File: config.mk
export PLATFORM = sky130hd
export DESIGN_NAME = mmc_spi_block_sequencer
export DESIGN_NICKNAME = d
export VERILOG_FILES = /design/src/hw/rtl/mmcsb_pkg.sv /design/src/hw/rtl/mmc_spi_block_sequencer.sv /design/src/hw/rtl/mmcsb_cfg.sv /design/src/hw/rtl/mmcsb_core.sv /design/src/hw/rtl/mmcsb_outq.sv
export SDC_FILE = /design/constraint.sdc
export NUM_CORES = 1
export LEC_CHECK = 0
export BUFFER_PORTS_ARGS = -buffer_cell sky130_fd_sc_hd__clkbuf_2
export CAP_MARGIN = 30
export CORE_MARGIN = 8
export CORE_UTILIZATION = 30
export CTS_CLUSTER_SIZE = 30
export DETAILED_ROUTE_END_ITERATION = 12
export PLACE_DENSITY = 0.45
export SLEW_MARGIN = 20
export SYNTH_ARGS = -nofsm -noshare
export SYNTH_HDL_FRONTEND = slang
export SYNTH_SLANG_ARGS = --single-unit
File: constraint.sdc
create_clock -name clk -period 9.1 [get_ports clk]
set_input_delay 0 -clock clk [delete_from_list [all_inputs] [get_ports clk]]
set_output_delay 0 -clock clk [all_outputs]
set_load 0.03 [all_outputs]
File: src/hw/rtl/mmcsb_pkg.sv
`default_nettype none

package mmcsb_pkg;

	// Fixed geometry of the card protocol
	localparam int BLOCK_BYTES = 512;
	localparam int WAKE_BYTES  = 10;
	localparam int BC_W        = 10;
	localparam int POLL_W      = 20;
	localparam int RETRY_W     = 8;
	localparam int RESP_LIM_W  = 16;
	localparam int BUSY_LIM_W  = 20;
	localparam int CFG_IDX_W   = 2;
	localparam int CFG_DATA_W  = 20;
	localparam int SECTOR_W    = 23;

	// Result queue depth (holds the two results of one item plus slack)
	localparam int OQ_DEPTH = 4;
	localparam int OQ_PTR_W = $clog2(OQ_DEPTH);
	localparam int OQ_CNT_W = $clog2(OQ_DEPTH + 1);

	// Register reset values
	localparam logic [RESP_LIM_W-1:0] RESP_POLL_RESET = 16'd4000;
	localparam logic [RETRY_W-1:0]    INIT_RETRY_RESET = 8'd255;
	localparam logic [BUSY_LIM_W-1:0] BUSY_POLL_RESET = 20'd100000;

	// Register indexes
	localparam logic [CFG_IDX_W-1:0] REG_RESP_POLL  = 2'd0;
	localparam logic [CFG_IDX_W-1:0] REG_INIT_RETRY = 2'd1;
	localparam logic [CFG_IDX_W-1:0] REG_BUSY_POLL  = 2'd2;

	// Operation codes
	localparam logic [2:0] OP_INIT  = 3'd0;
	localparam logic [2:0] OP_READ  = 3'd1;
	localparam logic [2:0] OP_WRITE = 3'd2;
	localparam logic [2:0] OP_WDATA = 3'd3;
	localparam logic [2:0] OP_RECV  = 3'd4;

	// Result kinds
	localparam logic [1:0] KIND_XFER = 2'd0;
	localparam logic [1:0] KIND_RDAT = 2'd1;
	localparam logic [1:0] KIND_NEED = 2'd2;
	localparam logic [1:0] KIND_DONE = 2'd3;

	// Completion status codes
	localparam logic [2:0] ST_OK        = 3'd0;
	localparam logic [2:0] ST_NO_RESP   = 3'd1;
	localparam logic [2:0] ST_NO_TOKEN  = 3'd2;
	localparam logic [2:0] ST_REJECTED  = 3'd3;
	localparam logic [2:0] ST_NOT_READY = 3'd4;

	// Card bytes
	localparam logic [7:0] BYTE_IDLE  = 8'hFF;
	localparam logic [7:0] BYTE_TOKEN = 8'hFE;
	localparam logic [7:0] R1_IDLE    = 8'h01;
	localparam logic [7:0] R1_READY   = 8'h00;
	localparam logic [7:0] CMD0_CRC   = 8'h95;
	localparam logic [7:0] CMD0_OP    = 8'h40;
	localparam logic [7:0] CMD1_OP    = 8'h41;
	localparam logic [7:0] CMD16_OP   = 8'h50;
	localparam logic [7:0] CMD17_OP   = 8'h51;
	localparam logic [7:0] CMD24_OP   = 8'h58;
	localparam logic [3:0] RESP_ACCEPTED = 4'h5;
	localparam logic [2:0] CMD_LEN    = 3'd6;

	typedef enum logic [4:0] {
		PH_IDLE, PH_WAKE, PH_CMD0_SEND, PH_CMD0_POLL, PH_CMD1_SEND, PH_CMD1_POLL,
		PH_INIT_GAP, PH_CMD16_SEND, PH_CMD16_POLL, PH_RD_SEND, PH_RD_POLL,
		PH_RD_TOKEN, PH_RD_DATA, PH_RD_CRC, PH_WR_SEND, PH_WR_POLL, PH_WR_TOKEN,
		PH_WR_NEED, PH_WR_DATA, PH_WR_CRC, PH_WR_RESP, PH_WR_BUSY, PH_FINISH
	} phase_t;

	typedef struct packed {
		logic [2:0]          operation;
		logic [SECTOR_W-1:0] sector;
		logic [7:0]          data_byte;
	} in_t;

	typedef struct packed {
		logic [1:0] kind;
		logic [7:0] tx_byte;
		logic       card_selected;
		logic [7:0] read_byte;
		logic       last_byte;
		logic [2:0] status;
	} res_t;

	// Results produced by one item, in order
	typedef struct packed {
		logic v0;
		res_t r0;
		logic v1;
		res_t r1;
	} push_t;

	typedef struct packed {
		logic [RESP_LIM_W-1:0] resp_poll_limit;
		logic [RETRY_W-1:0]    init_retry_limit;
		logic [BUSY_LIM_W-1:0] busy_poll_limit;
	} cfg_t;

	function automatic res_t mk_res(logic [1:0] kind, logic [7:0] tx, logic cs,
		logic [7:0] rd, logic last, logic [2:0] st);
		res_t r;
		r.kind          = kind;
		r.tx_byte       = tx;
		r.card_selected = cs;
		r.read_byte     = rd;
		r.last_byte     = last;
		r.status        = st;
		return r;
	endfunction

	function automatic res_t mk_xfer(logic [7:0] tx, logic cs);
		return mk_res(KIND_XFER, tx, cs, 8'h00, 1'b0, ST_OK);
	endfunction

	// Byte idx of the six-byte command frame sent in a send phase
	function automatic logic [7:0] cmd_byte(phase_t ph, logic [2:0] idx,
		logic [SECTOR_W-1:0] sec);
		logic [7:0] op;
		logic       addr;
		logic [7:0] b;
		addr = 1'b0;
		unique case (ph)
			PH_CMD0_SEND:  op = CMD0_OP;
			PH_CMD1_SEND:  op = CMD1_OP;
			PH_CMD16_SEND: op = CMD16_OP;
			PH_RD_SEND: begin
				op   = CMD17_OP;
				addr = 1'b1;
			end
			default: begin
				op   = CMD24_OP;
				addr = 1'b1;
			end
		endcase
		// byte address is sector * 512: bits 31..9 carry the sector
		case (idx)
			3'd0: b = op;
			3'd1: b = addr ? sec[22:15] : 8'h00;
			3'd2: b = addr ? sec[14:7] : 8'h00;
			3'd3: b = addr ? {sec[6:0], 1'b0} : ((ph == PH_CMD16_SEND) ? 8'h02 : 8'h00);
			3'd4: b = 8'h00;
			default: b = (ph == PH_CMD0_SEND) ? CMD0_CRC : BYTE_IDLE;
		endcase
		return b;
	endfunction

endpackage

`default_nettype wire

File: src/hw/rtl/mmc_spi_block_sequencer.sv
`default_nettype none

// Channel   Direction  Handshake             Payload
// in        input      in_valid / in_stall   in_item (operation, sector, data_byte)
// out       output     out_valid / out_stall out_item (kind .. status)
// cfg       input      cfg_valid / cfg_ready cfg_index, cfg_data
//
// One item enters per cycle unless stalled; its results are written to the
// result queue from the input register once the queue has room. The queue
// has four slots and the input stalls while fewer than two are free, so items
// with one result keep a rate of one per cycle while out_stall is low; a read
// data byte makes two results and drains at the output's pace. Reset returns
// the sequencer to idle and the limits to defaults. cfg_ready is always high.

module mmc_spi_block_sequencer
	import mmcsb_pkg::*;
(
	input  wire logic                  clk,
	input  wire logic                  arst_n,
	input  wire logic                  in_valid,
	output logic                       in_stall,
	input  wire in_t                   in_item,
	output logic                       out_valid,
	input  wire logic                  out_stall,
	output res_t                       out_item,
	input  wire logic                  cfg_valid,
	output logic                       cfg_ready,
	input  wire logic [CFG_IDX_W-1:0]  cfg_index,
	input  wire logic [CFG_DATA_W-1:0] cfg_data
);

	cfg_t  cfg;
	push_t push;
	logic  oq_room;

	mmcsb_cfg u_cfg (
		.clk       (clk),
		.arst_n    (arst_n),
		.cfg_valid (cfg_valid),
		.cfg_ready (cfg_ready),
		.cfg_index (cfg_index),
		.cfg_data  (cfg_data),
		.cfg       (cfg)
	);

	mmcsb_core u_core (
		.clk      (clk),
		.arst_n   (arst_n),
		.in_valid (in_valid),
		.in_stall (in_stall),
		.in_item  (in_item),
		.cfg      (cfg),
		.oq_room  (oq_room),
		.push     (push)
	);

	mmcsb_outq u_outq (
		.clk       (clk),
		.arst_n    (arst_n),
		.push      (push),
		.room      (oq_room),
		.out_valid (out_valid),
		.out_stall (out_stall),
		.out_item  (out_item)
	);

endmodule

`default_nettype wire

File: src/hw/rtl/mmcsb_cfg.sv
`default_nettype none

module mmcsb_cfg
	import mmcsb_pkg::*;
(
	input  wire logic                  clk,
	input  wire logic                  arst_n,
	input  wire logic                  cfg_valid,
	output logic                       cfg_ready,
	input  wire logic [CFG_IDX_W-1:0]  cfg_index,
	input  wire logic [CFG_DATA_W-1:0] cfg_data,
	output cfg_t                       cfg
);

	cfg_t cfg_q;

	assign cfg_ready = 1'b1;
	assign cfg       = cfg_q;

	// Register file write decode; unknown index is dropped
	always_ff @(posedge clk or negedge arst_n) begin
		if (!arst_n) begin
			cfg_q.resp_poll_limit  <= RESP_POLL_RESET;
			cfg_q.init_retry_limit <= INIT_RETRY_RESET;
			cfg_q.busy_poll_limit  <= BUSY_POLL_RESET;
		end else if (cfg_valid && cfg_ready) begin
			unique case (cfg_index)
				REG_RESP_POLL:  cfg_q.resp_poll_limit  <= cfg_data[RESP_LIM_W-1:0];
				REG_INIT_RETRY: cfg_q.init_retry_limit <= cfg_data[RETRY_W-1:0];
				REG_BUSY_POLL:  cfg_q.busy_poll_limit  <= cfg_data[BUSY_LIM_W-1:0];
				default: ;
			endcase
		end
	end

endmodule

`default_nettype wire

File: src/hw/rtl/mmcsb_core.sv
`default_nettype none

module mmcsb_core
	import mmcsb_pkg::*;
(
	input  wire logic clk,
	input  wire logic arst_n,
	input  wire logic in_valid,
	output logic      in_stall,
	input  wire in_t  in_item,
	input  wire cfg_t cfg,
	input  wire logic oq_room,
	output push_t     push
);

	logic                item_v_s1;
	in_t                 item_s1;
	logic                fire;

	phase_t              phase_q, phase_n;
	logic [BC_W-1:0]     bc_q, bc_n, bc_inc;
	logic [POLL_W-1:0]   poll_q, poll_n, poll_inc;
	logic [RETRY_W-1:0]  retry_q, retry_n, retry_inc;
	logic [2:0]          idx_q, idx_n, idx_inc;
	logic [SECTOR_W-1:0] sector_q, sector_n;
	logic [2:0]          pend_q, pend_n;

	logic                resp_exh, busy_exh, retry_exh;
	logic                fin;
	logic [2:0]          fin_st;
	logic                st_cmd;
	phase_t              st_ph;
	logic [7:0]          b;

	// Input register: one item waits here until the result queue has room
	assign fire     = item_v_s1 && oq_room;
	assign in_stall = item_v_s1 && !oq_room;

	always_ff @(posedge clk or negedge arst_n) begin
		if (!arst_n) begin
			item_v_s1 <= 1'b0;
		end else if (in_valid && !in_stall) begin
			item_v_s1 <= 1'b1;
		end else if (fire) begin
			item_v_s1 <= 1'b0;
		end
	end

	always_ff @(posedge clk) begin
		if (in_valid && !in_stall) begin
			item_s1 <= in_item;
		end
	end

	// Counter increments and limit checks (zero limit acts as one)
	assign b         = item_s1.data_byte;
	assign bc_inc    = bc_q + BC_W'(1);
	assign poll_inc  = poll_q + POLL_W'(1);
	assign retry_inc = retry_q + RETRY_W'(1);
	assign idx_inc   = idx_q + 3'd1;
	assign resp_exh  = (poll_inc >= POLL_W'(cfg.resp_poll_limit))
		|| (cfg.resp_poll_limit == '0);
	assign busy_exh  = (poll_inc >= cfg.busy_poll_limit) || (cfg.busy_poll_limit == '0);
	assign retry_exh = (retry_inc >= cfg.init_retry_limit) || (cfg.init_retry_limit == '0);

	// Sequencer next state, plus the ending and command start decisions
	always_comb begin
		phase_n  = phase_q;
		bc_n     = bc_q;
		poll_n   = poll_q;
		retry_n  = retry_q;
		idx_n    = idx_q;
		sector_n = sector_q;
		pend_n   = pend_q;
		fin      = 1'b0;
		fin_st   = ST_OK;
		st_cmd   = 1'b0;
		st_ph    = PH_CMD1_SEND;

		if (fire) begin
			case (item_s1.operation)
				OP_INIT: begin
					if (phase_q == PH_IDLE) begin
						phase_n = PH_WAKE;
						bc_n    = '0;
					end
				end
				OP_READ, OP_WRITE: begin
					if (phase_q == PH_IDLE) begin
						sector_n = item_s1.sector;
						st_cmd   = 1'b1;
						st_ph    = (item_s1.operation == OP_READ) ? PH_RD_SEND : PH_WR_SEND;
					end
				end
				OP_WDATA: begin
					if (phase_q == PH_WR_NEED) begin
						phase_n = PH_WR_DATA;
					end
				end
				OP_RECV: begin
					unique case (phase_q)
						PH_WAKE: begin
							bc_n = bc_inc;
							if (bc_inc >= BC_W'(WAKE_BYTES)) begin
								st_cmd = 1'b1;
								st_ph  = PH_CMD0_SEND;
							end
						end
						PH_CMD0_SEND, PH_CMD1_SEND, PH_CMD16_SEND, PH_RD_SEND,
						PH_WR_SEND: begin
							idx_n = idx_inc;
							if (idx_inc >= CMD_LEN) begin
								unique case (phase_q)
									PH_CMD0_SEND:  phase_n = PH_CMD0_POLL;
									PH_CMD1_SEND:  phase_n = PH_CMD1_POLL;
									PH_CMD16_SEND: phase_n = PH_CMD16_POLL;
									PH_RD_SEND:    phase_n = PH_RD_POLL;
									default:       phase_n = PH_WR_POLL;
								endcase
								poll_n = '0;
							end
						end
						PH_CMD0_POLL: begin
							if (b == R1_IDLE) begin
								retry_n = '0;
								st_cmd  = 1'b1;
								st_ph   = PH_CMD1_SEND;
							end else begin
								poll_n = poll_inc;
								if (resp_exh) begin
									fin    = 1'b1;
									fin_st = ST_NO_RESP;
								end
							end
						end
						PH_CMD1_POLL: begin
							if (b == R1_READY) begin
								phase_n = PH_INIT_GAP;
							end else begin
								poll_n = poll_inc;
								if (resp_exh) begin
									retry_n = retry_inc;
									if (retry_exh) begin
										fin    = 1'b1;
										fin_st = ST_NOT_READY;
									end else begin
										st_cmd = 1'b1;
										st_ph  = PH_CMD1_SEND;
									end
								end
							end
						end
						PH_INIT_GAP: begin
							st_cmd = 1'b1;
							st_ph  = PH_CMD16_SEND;
						end
						PH_CMD16_POLL, PH_RD_POLL, PH_WR_POLL: begin
							if (b == R1_READY) begin
								if (phase_q == PH_CMD16_POLL) begin
									fin    = 1'b1;
									fin_st = ST_OK;
								end else if (phase_q == PH_RD_POLL) begin
									phase_n = PH_RD_TOKEN;
									poll_n  = '0;
								end else begin
									phase_n = PH_WR_TOKEN;
								end
							end else begin
								poll_n = poll_inc;
								if (resp_exh) begin
									fin    = 1'b1;
									fin_st = ST_NO_RESP;
								end
							end
						end
						PH_RD_TOKEN: begin
							if (b == BYTE_TOKEN) begin
								phase_n = PH_RD_DATA;
								bc_n    = '0;
							end else begin
								poll_n = poll_inc;
								if (resp_exh) begin
									fin    = 1'b1;
									fin_st = ST_NO_TOKEN;
								end
							end
						end
						PH_RD_DATA: begin
							bc_n = bc_inc;
							if (bc_inc >= BC_W'(BLOCK_BYTES)) begin
								phase_n = PH_RD_CRC;
								bc_n    = '0;
							end
						end
						PH_RD_CRC: begin
							bc_n = bc_inc;
							if (bc_inc >= BC_W'(2)) begin
								fin    = 1'b1;
								fin_st = ST_OK;
							end
						end
						PH_WR_TOKEN: begin
							phase_n = PH_WR_NEED;
							bc_n    = '0;
						end
						PH_WR_DATA: begin
							bc_n = bc_inc;
							if (bc_inc >= BC_W'(BLOCK_BYTES)) begin
								phase_n = PH_WR_CRC;
								bc_n    = '0;
							end else begin
								phase_n = PH_WR_NEED;
							end
						end
						PH_WR_CRC: begin
							bc_n = bc_inc;
							if (bc_inc >= BC_W'(2)) begin
								phase_n = PH_WR_RESP;
							end
						end
						PH_WR_RESP: begin
							if (b[3:0] != RESP_ACCEPTED) begin
								fin    = 1'b1;
								fin_st = ST_REJECTED;
							end else begin
								phase_n = PH_WR_BUSY;
								poll_n  = '0;
							end
						end
						PH_WR_BUSY: begin
							// busy timeout also ends with ok
							if (b != R1_READY) begin
								fin    = 1'b1;
								fin_st = ST_OK;
							end else begin
								poll_n = poll_inc;
								if (busy_exh) begin
									fin    = 1'b1;
									fin_st = ST_OK;
								end
							end
						end
						PH_FINISH: begin
							phase_n = PH_IDLE;
						end
						default: ;
					endcase
				end
				default: ;
			endcase

			// Ending: wait for the dummy byte, then report
			if (fin) begin
				pend_n  = fin_st;
				phase_n = PH_FINISH;
			end

			// Command start: frame index restarts
			if (st_cmd) begin
				phase_n = st_ph;
				idx_n   = '0;
			end
		end
	end

	// Results of the item in the input register
	always_comb begin
		push = '0;
		if (fire) begin
			if (fin) begin
				// deselect and clock one dummy byte
				push.v0 = 1'b1;
				push.r0 = mk_xfer(BYTE_IDLE, 1'b0);
			end else if (st_cmd) begin
				// first frame byte goes out selected
				push.v0 = 1'b1;
				push.r0 = mk_xfer(cmd_byte(st_ph, 3'd0, sector_n), 1'b1);
			end else begin
				case (item_s1.operation)
					OP_INIT: begin
						if (phase_q == PH_IDLE) begin
							push.v0 = 1'b1;
							push.r0 = mk_xfer(BYTE_IDLE, 1'b0);
						end
					end
					OP_WDATA: begin
						if (phase_q == PH_WR_NEED) begin
							push.v0 = 1'b1;
							push.r0 = mk_xfer(b, 1'b1);
						end
					end
					OP_RECV: begin
						unique case (phase_q)
							PH_IDLE, PH_WR_NEED: ;
							PH_WAKE: begin
								push.v0 = 1'b1;
								push.r0 = mk_xfer(BYTE_IDLE, 1'b0);
							end
							PH_CMD0_SEND, PH_CMD1_SEND, PH_CMD16_SEND, PH_RD_SEND,
							PH_WR_SEND: begin
								push.v0 = 1'b1;
								if (idx_inc >= CMD_LEN) begin
									push.r0 = mk_xfer(BYTE_IDLE, 1'b1);
								end else begin
									push.r0 = mk_xfer(cmd_byte(phase_q, idx_inc, sector_q), 1'b1);
								end
							end
							PH_CMD1_POLL: begin
								// ready card is deselected for the gap byte
								push.v0 = 1'b1;
								push.r0 = mk_xfer(BYTE_IDLE, b != R1_READY);
							end
							PH_WR_POLL: begin
								push.v0 = 1'b1;
								push.r0 = mk_xfer((b == R1_READY) ? BYTE_TOKEN : BYTE_IDLE, 1'b1);
							end
							PH_RD_DATA: begin
								// data byte out, then the next byte clocked
								push.v0 = 1'b1;
								push.r0 = mk_res(KIND_RDAT, 8'h00, 1'b0, b,
									bc_q == BC_W'(BLOCK_BYTES - 1), ST_OK);
								push.v1 = 1'b1;
								push.r1 = mk_xfer(BYTE_IDLE, 1'b1);
							end
							PH_WR_TOKEN: begin
								push.v0 = 1'b1;
								push.r0 = mk_res(KIND_NEED, 8'h00, 1'b0, 8'h00,
									BLOCK_BYTES == 1, ST_OK);
							end
							PH_WR_DATA: begin
								push.v0 = 1'b1;
								if (bc_inc >= BC_W'(BLOCK_BYTES)) begin
									push.r0 = mk_xfer(BYTE_IDLE, 1'b1);
								end else begin
									push.r0 = mk_res(KIND_NEED, 8'h00, 1'b0, 8'h00,
										bc_inc == BC_W'(BLOCK_BYTES - 1), ST_OK);
								end
							end
							PH_FINISH: begin
								push.v0 = 1'b1;
								push.r0 = mk_res(KIND_DONE, 8'h00, 1'b0, 8'h00, 1'b0, pend_q);
							end
							// remaining polls and CRC bytes clock one more byte
							default: begin
								push.v0 = 1'b1;
								push.r0 = mk_xfer(BYTE_IDLE, 1'b1);
							end
						endcase
					end
					default: ;
				endcase
			end
		end
	end

	// Sequencer state
	always_ff @(posedge clk or negedge arst_n) begin
		if (!arst_n) begin
			phase_q  <= PH_IDLE;
			bc_q     <= '0;
			poll_q   <= '0;
			retry_q  <= '0;
			idx_q    <= '0;
			sector_q <= '0;
			pend_q   <= '0;
		end else begin
			phase_q  <= phase_n;
			bc_q     <= bc_n;
			poll_q   <= poll_n;
			retry_q  <= retry_n;
			idx_q    <= idx_n;
			sector_q <= sector_n;
			pend_q   <= pend_n;
		end
	end

endmodule

`default_nettype wire

File: src/hw/rtl/mmcsb_outq.sv
`default_nettype none

module mmcsb_outq
	import mmcsb_pkg::*;
(
	input  wire logic  clk,
	input  wire logic  arst_n,
	input  wire push_t push,
	output logic       room,
	output logic       out_valid,
	input  wire logic  out_stall,
	output res_t       out_item
);

	res_t                mem_q [OQ_DEPTH];
	logic [OQ_PTR_W-1:0] wr_q, rd_q;
	logic [OQ_CNT_W-1:0] cnt_q;
	logic                pop;
	logic [OQ_CNT_W-1:0] n_push;

	// Room for the two results one item can make
	assign room      = cnt_q <= OQ_CNT_W'(OQ_DEPTH - 2);
	assign out_valid = cnt_q != '0;
	assign out_item  = mem_q[rd_q];
	assign pop       = out_valid && !out_stall;
	assign n_push    = OQ_CNT_W'(push.v0) + OQ_CNT_W'(push.v1);

	// Storage: up to two writes per cycle at consecutive slots
	always_ff @(posedge clk) begin
		if (push.v0) begin
			mem_q[wr_q] <= push.r0;
		end
		if (push.v1) begin
			mem_q[wr_q + OQ_PTR_W'(1)] <= push.r1;
		end
	end

	// Pointers and fill count
	always_ff @(posedge clk or negedge arst_n) begin
		if (!arst_n) begin
			wr_q  <= '0;
			rd_q  <= '0;
			cnt_q <= '0;
		end else begin
			wr_q  <= wr_q + OQ_PTR_W'(n_push);
			rd_q  <= rd_q + OQ_PTR_W'(pop);
			cnt_q <= cnt_q + n_push - OQ_CNT_W'(pop);
		end
	end

endmodule

`default_nettype wire
==> results by group <==
Status
  – Status: finished clean

Placement
  – # port buffers: 85
  – Pre-CTS setup slack: 4.21 ns
  – Hpwl dp: 28.8 mm
  – Routability cong.: 0.894

Route
  – Initial DRC count: 993
  – Max layer used: met4
  – TritonRoute pass-1 iters: 6
  – Met2 wire length: 19.4 mm
  – Met3 routed WL: 1.99 mm
  – DR DRC count: 0
  – Via density: 5.15
  – Metal-1 WL: 19.0 mm
  – Antenna Nets Post-Route: 0
  – WL final: 41.2 mm
  – DR vias: 11.3k
  – DR WL/cell: 18.9 um

Setup path
  – Worst EP required: 9.39 ns
  – CP Launch Type: flip-flop
  – Critical path endpoint category: flip-flop
  – WP data arrival: 5.31 ns
  – CP max FO: 10
  – Crit Path Class: flip-flop to flip-flop

Yosys
  – Area contributors post-synth: dfrtp_1 (19%), edfxtp_1 (15%), dfxtp_1 (8.1%), ha_1 (5.4%), mux2_2 (4.5%)
  – Yosys warns: 0
  – Post-synth top area share: 18.9%
  – Synth area leader: dfrtp_1
  – Synth unique cells: 86
  – Sequential area share after synthesis: 46.0%
  – Post-Syn Area: 13800 um^2
  – Synthesized area per cell: 9.76 um^2
  – EDFF count, synth: 70
  – Synth Register Bits: 250
  – Synthesized Nets: 1535
  – Cell count after synthesis: 1413
  – Asr flop ratio synth: 49.6%
  – Post-synth top flop: dfrtp_1

CTS
  – Clock sinks: 250
  – Clock Latency Late Sink: 0.59 ns
  – Root buf cell: clkbuf_16
  – CTS tree: yes
  – Setup Fix Bufs, Post-CTS: 0
  – H-tree Lvls: 1
  – Max clock buf depth: 3
  – Hold Buf Count CTS: 85
  – Cts bufs inserted: 30
  – CTS clk-pin slew, worst paths: 0.06 ns
  – Post-cts repair resize count: 0

Layout
  – Ant diodes: 0
  – Area Overhead vs Synth: 21.0%
  – Layout Nets: 1681
  – Filler cells: 4609
  – Layout cell share with drive strength beyond 1: 17.7%

Die
  – Initial core utilization: 30.4%
  – Die H: 230 um
  – CORE AREA: 45400 um^2
  – Die area: 53100 um^2
  – Top-level I/O count: 87
  – Die width: 230 um
  – Number of core rows: 78

Min path
  – Hold WC Path Type: input port to flip-flop

Timing
  – Max frequency: 199 MHz
  – Worst clock skew: 0.0355 ns
  – Final Setup Violations: 0
  – Slew HR: 35.7%
  – Min cycle time layout: 5.02 ns
  – Setup TNS: 0 ns
  – Slew at the pin closest to its max-slew limit: 0.955 ns
  – RSZ-0062 raised after global routing: false
  – Final Cycle Share: 55.2%
  – Worst setup margin: 4.08 ns
  – Hold Vio Cnt, Final: 0
  – Final Max Slew Viols: 0

GRT
  – Grt ovf: 0
  – Initial antenna violation count: 0
  – Tot GR Track Use: 15.3%
  – Vias in the first global route: 11.4k
  – First-pass GRT wire length: 65.9 mm
  – Largest net degree at the start of global routing: 75

Power
  – Power Total: 4.09 mW
  – Worst vdd ir: 0.159 mV
  – LEAKAGE: 6.80 nW
  – P per Cell Area: 245 nW/um^2

Run
  – Max Cap Viol: 0
[flip-flops by register name, summed over array words and instances (netlist names)]
register and cells:
u_cfg.cfg 44, u_core.b 8, u_core.bc_q 10, u_core.idx_q 3, u_core.item_s1 26, u_core.item_v_s1 1
u_core.pend_q 3, u_core.phase_q 5, u_core.poll_q 20, u_core.retry_q 8, u_core.sector_q 23, u_outq.cnt_q 3
u_outq.mem_q 92, u_outq.rd_q 2, u_outq.wr_q 2
[cell type report]
cell class                 instances  area (um^2)  area share, %
tap                              600          751           4.50
clock inverter                    13          123          0.735
sequential                       250         6350           38.1
inverter                          72          270           1.62
timing repair buffer             193         1470           8.79
multi-input combinational       1012         6850           41.1
clock buffer                      43          876           5.25
[Yosys cell counts (all sizes together) (23+ instances only)]
cell type / count
nor2: 158
nand2: 129
o21ai: 122
dfrtp: 104
a21oi: 96
inv: 72
edfxtp: 70
ha: 60
mux2: 58
nand3: 57
dfxtp: 56
clkbuf: 54
buf: 25
xnor2: 25
mux4: 23
[per-stage QoR]
stage	utilization, %	cell area (um^2)	hold slack [ns]	std cells
global placement	32.6	14800	0.114	2037
CTS	36.8	16700	0.000147	2182
global route	36.8	16700	0.0870	2183
floorplan	-	13800	-0.296	1413
finish	36.8	16700	0.0304	2183
detailed placement	32.7	14800	0.121	2041
[worst max-delay path: stages, from the launching register on]
cell and delay (ns):
dfrtp_1 0.46, ha_1 0.32, nand2_1 0.14, nor4_1 0.75, nand3_1 0.19, xnor2_1 0.22, ha_1 0.34, and4_1 0.26
nand2_1 0.06, or4_1 0.51, o2111ai_2 0.16, o211ai_2 0.15, a41oi_4 0.39, o21bai_1 0.34, o221a_2 0.35, o21ai_0 0.09
[cell usage in the layout, fill, tap and decap left out, types with 17 or more instances in the layout]
cell / count
dlygate4sd3_1: 85
nand4_1: 17
mux2_2: 55
dfstp_2: 20
a21oi_1: 96
clkbuf_2: 85
o21ai_0: 120
inv_1: 71
o31ai_1: 17
dfrtp_1: 104
clkbuf_16: 31
nand2_1: 129
nand2b_1: 18
nor4_1: 17
ha_1: 60
edfxtp_1: 70
xnor2_1: 25
nand3_1: 57
buf_4: 19
nor2_1: 156
dfxtp_1: 56
mux4_2: 23
[worst paths after layout]
kind                                startpoint                  end  slack [ns]  cells after the start
max reg2reg                   u_core.poll_q[0]  u_outq.mem_q[3][17]        4.08                     15
min reg2reg                u_outq.mem_q[2][22]  u_outq.mem_q[2][22]        0.46                      2
max                           u_core.poll_q[0]  u_outq.mem_q[3][17]        4.08                     15
min                               cfg_index[1]        u_cfg.cfg[40]        0.03                      4
max in group asynchronous               arst_n    u_core.poll_q[13]        7.93                      3
min in group asynchronous               arst_n    u_core.phase_q[0]        0.04                      2
[cells by family (layout without fill, tap and decap cells)]
family	Yosys count	in the layout	share of synthesized area, %
buffers and inverters	151	321	4.37
and+or+nand+nor	485	485	17.0
AOI/OAI and AO/OA	337	337	15.3
other	1	1	0.0272
DFF	250	250	46.0
adders and majority gates	61	61	5.59
muxes	93	93	9.44
xor gates and xnor gates	35	35	2.22
[metal layers]
| metal | vias up | GRT usage (%) |
|---|---|---|
| met1 | 5513 | 21.4 |
| met4 | 0 | 4.06 |
| met3 | 57 | 1.99 |
| met5 | - | 0 |
| met2 | 279 | 24.6 |
| li1 | 5402 | - |
[power breakdown]
part           switching [mW]  total, mW  leakage (nW)  internal, mW
clock                   0.499       1.20         0.486         0.700
combinational           0.854       1.37          3.65         0.514
sequential              0.176       1.52          2.66          1.34
(Power assumes the default switching activity.)
